--- config.mk ---
export PLATFORM = sky130hd
export DESIGN_NAME = bpa_ctrl
export DESIGN_NICKNAME = d
export VERILOG_FILES = /design/src/rtl/bpa_pkg.sv /design/src/rtl/bpa_ctrl.sv
export SDC_FILE = /design/constraint.sdc
export NUM_CORES = 1
export LEC_CHECK = 0
export BUFFER_PORTS_ARGS = -buffer_cell sky130_fd_sc_hd__clkbuf_2
export CAP_MARGIN = 15
export CORE_AREA = 2 2 39 41
export CTS_CLUSTER_SIZE = 40
export DETAILED_ROUTE_END_ITERATION = 6
export DIE_AREA = 0 0 41 43
export GPL_ROUTABILITY_DRIVEN = 1
export HOLD_SLACK_MARGIN = 0.03
export PLACE_DENSITY_LB_ADDON = 0.12
export SKIP_CTS_REPAIR_TIMING = 1
export SYNTH_ARGS = -nofsm -noshare
export SYNTH_HDL_FRONTEND = slang
export SYNTH_SLANG_ARGS = --single-unit
--- constraint.sdc ---
create_clock -name aclk -period 3.9 [get_ports aclk]
set_input_delay 0.195 -clock aclk [delete_from_list [all_inputs] [get_ports aclk]]
set_output_delay 0.195 -clock aclk [all_outputs]
set_load 0.03 [all_outputs]
--- src/rtl/bpa_pkg.sv ---
// ----------------------------------------------------------------------------
// bpa_pkg
// Shared constants and types for the buddy page allocator.
// ----------------------------------------------------------------------------
package bpa_pkg;

    localparam int ORDER_COUNT = 11;
    localparam int PAGE_BITS   = 12;
    localparam int NUM_PAGES   = 32768;
    localparam int ADDR_W      = 27;
    localparam int SIZE_W      = 32;
    localparam int ORD_W       = $clog2(ORDER_COUNT + 1);
    localparam int WPO         = (NUM_PAGES >> 5) + 1;
    localparam int WIDX_W      = $clog2(WPO);
    localparam int RAM_DEPTH   = ORDER_COUNT * (1 << WIDX_W);
    localparam int RAM_AW      = $clog2(RAM_DEPTH);
    localparam int CNT_W       = 16;
    localparam int BLK_W       = $clog2(NUM_PAGES) + 1;
    localparam int CLR_W       = RAM_AW + 1;

    localparam logic [1:0] ST_DONE    = 2'd0;
    localparam logic [1:0] ST_FAIL    = 2'd1;
    localparam logic [1:0] ST_IGNORED = 2'd2;

    localparam logic OP_ALLOC = 1'b0;
    localparam logic OP_FREE  = 1'b1;

    typedef enum logic [3:0] {
        S_CLEAR, S_IDLE, S_SCAN_RD, S_SCAN_CHK, S_TAKE_WR, S_SPLIT_RD,
        S_SPLIT_WR, S_FREE_RD, S_FREE_CHK, S_FREE_WR, S_RESP
    } state_t;

    typedef struct packed {
        logic load;       // capture request
        logic clr_wr;     // clearing pass write
        logic rd;         // issue RAM read at current (order, word)
        logic scan_next;  // advance scan word / order
        logic take;       // clear found bit, latch block number
        logic split_down; // go one order lower, block <<= 1
        logic set_buddy;  // write buddy bit set (split)
        logic merge_clr;  // clear buddy bit, merge up
        logic put_self;   // set own bit (free end)
        logic set_fail;
        logic set_ign;
        logic set_done;
    } ctrl_t;

    typedef struct packed {
        logic clr_last;
        logic is_alloc;
        logic too_big;
        logic free_bad;
        logic word_hit;   // scanned word nonzero
        logic scan_end;   // last word of last order
        logic at_want;
        logic buddy_free;
        logic at_top;
    } stat_t;

endpackage

--- src/rtl/bpa_ctrl.sv ---
// ----------------------------------------------------------------------------
// bpa_ctrl
// Sequencer for clearing, alloc scan/split and free merge.
// ----------------------------------------------------------------------------
module bpa_ctrl
    import bpa_pkg::*;
(
    input  logic   aclk,
    input  logic   aresetn,
    input  logic   in_fire,
    input  logic   out_fire,
    input  stat_t  st,
    output ctrl_t  cmd,
    output logic   s_ready,
    output logic   m_valid
);
    state_t state_reg, state_next;

    always_ff @(posedge aclk) begin
        if (!aresetn) begin
            state_reg <= S_CLEAR;
        end else begin
            state_reg <= state_next;
        end
    end

    always_comb begin
        state_next = state_reg;
        case (state_reg)
            S_CLEAR:    if (st.clr_last) state_next = S_IDLE;
            S_IDLE:     if (in_fire) state_next = S_SCAN_RD;
            S_SCAN_RD: begin
                if (st.is_alloc) begin
                    state_next = st.too_big ? S_RESP : S_SCAN_CHK;
                end else begin
                    state_next = st.free_bad ? S_RESP : S_FREE_CHK;
                end
            end
            S_SCAN_CHK: begin
                if (st.word_hit)      state_next = S_TAKE_WR;
                else if (st.scan_end) state_next = S_RESP;
                else                  state_next = S_SCAN_CHK;
            end
            S_TAKE_WR:  state_next = st.at_want ? S_RESP : S_SPLIT_RD;
            S_SPLIT_RD: state_next = S_SPLIT_WR;
            S_SPLIT_WR: state_next = st.at_want ? S_RESP : S_SPLIT_RD;
            S_FREE_RD:  state_next = S_FREE_CHK;
            S_FREE_CHK: begin
                if (st.buddy_free && !st.at_top) state_next = S_FREE_RD;
                else                             state_next = S_FREE_WR;
            end
            S_FREE_WR:  state_next = S_RESP;
            S_RESP:     if (out_fire) state_next = S_IDLE;
            default:    state_next = S_IDLE;
        endcase
    end

    always_comb begin
        cmd = '0;
        s_ready = (state_reg == S_IDLE);
        m_valid = (state_reg == S_RESP);
        case (state_reg)
            S_CLEAR:    cmd.clr_wr = 1'b1;
            S_IDLE:     cmd.load = in_fire;
            S_SCAN_RD: begin
                if (st.is_alloc && st.too_big)   cmd.set_fail = 1'b1;
                if (!st.is_alloc && st.free_bad) cmd.set_ign = 1'b1;
                if (!(st.is_alloc ? st.too_big : st.free_bad)) cmd.rd = 1'b1;
            end
            S_SCAN_CHK: begin
                if (st.word_hit) begin
                    cmd.take = 1'b1;
                end else if (st.scan_end) begin
                    cmd.set_fail = 1'b1;
                end else begin
                    cmd.scan_next = 1'b1;
                    cmd.rd = 1'b1;
                end
            end
            S_TAKE_WR: begin
                if (st.at_want) cmd.set_done = 1'b1;
                else            cmd.split_down = 1'b1;
            end
            S_SPLIT_RD: cmd.rd = 1'b1;
            S_SPLIT_WR: begin
                cmd.set_buddy = 1'b1;
                if (st.at_want) cmd.set_done = 1'b1;
                else            cmd.split_down = 1'b1;
            end
            S_FREE_RD:  cmd.rd = 1'b1;
            S_FREE_CHK: begin
                if (st.buddy_free && !st.at_top) begin
                    cmd.merge_clr = 1'b1;
                end else begin
                    cmd.rd = 1'b1;
                end
            end
            S_FREE_WR: begin
                cmd.put_self = 1'b1;
                cmd.set_done = 1'b1;
            end
            default: ;
        endcase
    end
endmodule

* Word-level counts from Yosys, hierarchy flattened
Cells that the tools add are included.
** Word-level totals
- Flip-flop bits (word level) :: 4
- Bits in latches :: 0
- Bits in writable memories :: 0
- Bits in read-only memories :: 0
- Bits of input ports :: 13
- Output and inout port bits :: 14
- Word-level logic and storage cells :: 58
- Memories kept :: 0
** Operators by class
- Add/subtract/negate cells :: 0
- Multipliers :: 0
- Divide/modulo/power cells :: 0
- $lt $le $gt $ge :: 0
- Equal/unequal tests :: 13
- Shift operators :: 0
- Mux-type cells :: 35
- Bitwise logic cells :: 0
- Reduce and logical (&&, ||, !) cells :: 9
** Operators with widths (number)
- 4-bit case mux with 10 select lines :: 1
- 4-bit 2-to-1 mux :: 9
- 1-bit 2-to-1 mux :: 18
- 4-bit by 3-bit == test with 1-bit output, second input constant :: 4
- 4-bit == test, second input constant :: 3
- 4-bit by 2-bit == test with 1-bit output, second input constant :: 2
- 2-bit 2-to-1 mux :: 4
- 2-bit != test, second input constant :: 3
- 4-bit by 1-bit == test with 1-bit output, second input constant :: 1
- 4-bit zero test :: 1
- 1-bit case mux with 2 select lines :: 2
- 1-bit case mux with 4 select lines :: 1
- 2-bit OR reduction :: 2
- 1-bit logical AND :: 3
- 3-bit AND reduction :: 1
- 1-bit zero test :: 2

* Logic depth before layout (Yosys ltp)
- Depth after elaboration :: 4
- Depth in mapped cells :: 5
- Mapped depth without buffers :: 4

* Least setup slack after synthesis
OpenSTA, ideal clock, no wires.
- Path type :: reg2out
- Start point :: reg state_reg[3]
- End point :: out cmd[10] in the netlist's numbering
- Arrival :: 1575 ps
- Path slack :: 2130 ps
- Cell stages (with the launch flop) :: 4
- Path buffers :: 2
- Cell sequence :: dfxtp_1 -> buf_4 -> clkbuf_1 -> nor4_1
** RTL lines
- start, declared :: line bpa_ctrl.sv:17 : state_t state_reg, state_next;
- start signal, assigned :: line bpa_ctrl.sv:23 : state_reg <= state_next;
- end, declared :: line bpa_ctrl.sv:13 : output ctrl_t cmd,

==> impl_metrics.toml <==
[routing]
routed_via_density = 5.46
postRouteAntennaNets = 0
vias = 633
wl_mm = 1.38
drt_pass1_iterations = 4
drt_iter0_drc = 11
drc_errors = 0
wire_per_inst_um = 11.9

[min_path]
hold_path_class = "in2reg"

[setup_path]
cp.required_ns = 3.70
critical-path-max-stage-delay_ns = 0.60
worst_path_max_delay_cell = "dfxtp_1"
crit_fanout = 14
start_kind = "register"
arrival_ns = 1.86
critical_path.endpoint_type = "output pin"
critPathKind = "reg2out"
path_cells = "nand2b_1 -> nor3_1 -> and2_1 -> a31o_1 -> clkbuf_2"

[placement]
hpwl_mm = 1.05
port_buffers = 26
dp_slack_ns = 2.09
gp_congestion = 0.773

[pwr]
total_power_mw = 0.159
power_density_nw_per_um2 = 243
seq_power_share_pct = 33.0
p_sw_share_pct = 37.6
p_sw_mw = 0.0597
leakagePower_nw = 0.339
p_comb_share_pct = 33.7
internal_power_mw = 0.0990
p_clk_share_pct = 33.3
vdd_drop_max_mv = 0.119

[die]
rows = 14
pin_count = 27
die_area_um2 = 1760
die_w_um = 41
fp.coreArea_um2 = 1380
fp.dieH_um = 43
start_util_pct = 36.7

[synthesis]
synth_top_area_share_pct = 15.8
yosys.area_share.adder_pct = 0
synthArstFlopShare_pct = 0
synth-compound-area-share_pct = 33.0
ys.flop_type = "dfxtp_1"
syn-mean-instance-area_um2 = 6.68
synth_top_area_cell = "dfxtp_1"
syn-num-nets = 89
synth_mux_area_share_pct = 0
ys_seq_elements = 4
yosys-top-cells-area = "dfxtp_1 16%, and3_1 6.2%, a21oi_1 4.9%"
syn_inst = 76
ys_top_cells_by_count = "6 x nor2_1, 5 x a21oi_1, 5 x and3_1, 5 x nand2_1, 5 x nor3_1"
syn_area_um2 = 508
synth-xor-area-share_pct = 0
synth_most_common_cell = "nor2_1"
yosys.area_share.simple_pct = 43.1
synth_top_family_by_area = "simple AND/OR/NAND/NOR gates"
seq_area_frac_synth_pct = 15.8
synth_edf_count = 0
yosysWarnings = 0
yosysUniqueCellTypes = 37

[clock_tree]
cts_tree = "yes"
cts-buffers-inserted = 3
cts.htree.levels = 1
clk_pin_slew_ns = 0.04
clock-root-buffer = "clkbuf_4"
insertion_delay_ns = 0.24
clock_path_buffers = 2
clock_sinks = 4

[finish]
fin_util_pct = 47.3
antenna_cells = 0
fillers = 162
num-nets-final = 115
drive_gt1_share_pct = 32.0
synthToLayoutAreaGrowth_pct = 28.8
largest_reg_flops = 4

[timing]
post-route-period-util_pct = 52.7
fmax_ghz = 0.487
finClkSkew_ns = 0.00377
fin_setup_tns_ns = 0
worstMarginPinSlew_ns = 0.578
setup_viol = 0
finalHoldViolCount = 0
slew_violations = 0
relSlewSlack_pct = 61.4
min_period_ns = 2.06
rsz0062_at_grt = "no"
worst_slack_ns = 1.84

[global_route]
overflow = 0
grt_pass1_wl_mm = 2.20
grtUsageTotal_pct = 17.8
grt_pass1_vias = 581
grt_max_degree = 20
antenna_found_initial = 0

[run_status]
status = "completed"

[run]
cap_violations = 0
==> layout by cell type, fill, tap and decap left out <==
cell type	instances
a21o_1	1
or2_2	1
a31oi_1	1
and2_1	2
o31a_1	1
nor4_1	1
a32oi_1	1
or3_1	1
o21ai_1	1
nor2b_1	3
and2b_1	1
o211ai_1	1
o32ai_1	1
a21bo_1	1
nor3b_1	1
nand2_1	5
o41a_1	1
nor2_1	6
nor3_1	5
a211o_1	1
nor4b_1	1
clkbuf_2	26
a21oi_1	5
and3_4	1
nand2b_1	4
clkbuf_4	3
o31ai_1	2
and3_1	5
dfxtp_1	4
inv_1	4
nor2_2	1
a221oi_1	1
o21ai_0	4
a31o_1	1
nand3_1	1
a21boi_0	1
==> worst max-delay path: cells and delay by family, from the launching register on <==
kind	cells	cell delay [ns]
flip-flops	1	0.60
AND/OR/NAND/NOR	3	0.71
buffers and inverters	1	0.20
AO/OA/AOI/OAI	1	0.11
==> final cells by class <==
class | instances | area [um^2] | share of cell area, %
multi-input combinational | 63 | 387 | 59.1
clock buffer | 3 | 22.5 | 3.44
tap | 16 | 20.0 | 3.06
sequential | 4 | 80.1 | 12.2
timing repair buffer | 26 | 130 | 19.9
inverter | 4 | 15.0 | 2.29
==> power by group through the flow <==
stage	registers [mW]	clock network [mW]	logic, mW
6_report	0.0524	0.0528	0.0534
5_1_grt	0.0532	0.0569	0.0586
4_1_cts	0.0521	0.0546	0.0536
3_5_place_dp	0.0530	0	0.0533
3_3_place_gp	0.0530	0	0.0537
2_1_floorplan	0.0460	0	0.0421
==> stage by stage <==
step           hold WS, ns  instances  instance area, um^2
3_3_place_gp         0.460        113                  632
2_1_floorplan        0.323         76                  508
3_5_place_dp         0.457        113                  632
5_1_grt              0.220        116                  654
4_1_cts              0.208        116                  654
6_report             0.213        116                  654
==> metal layers <==
layer	vias up	part of all wire, %	global-route usage (%)
met1	285	44	21.9
met3	2	5.4	2.09
met2	18	49	27.8
met5	-	0	0
li1	328	-	-
met4	0	1.4	10.7
==> cell families after synthesis <==
group | after synthesis
simple gates | 39
flops | 4
compound gates | 24
buf+inv | 9
==> final timing paths <==
check | startpoint | end | slack (ns) | depth (start not counted)
hold reg to reg | state_reg[1]$_SDFFE_PN0P_ | state_reg[1]$_SDFFE_PN0P_ | 0.84 | 2
hold / removal | aresetn | state_reg[2]$_SDFFE_PN0P_ | 0.21 | 2
setup reg to reg | state_reg[3]$_SDFFE_PN0P_ | state_reg[3]$_SDFFE_PN0P_ | 2.17 | 4
setup / recovery | state_reg[0]$_SDFFE_PN0P_ | cmd[2] | 1.84 | 5
Power figures use the tool's default switching activity.
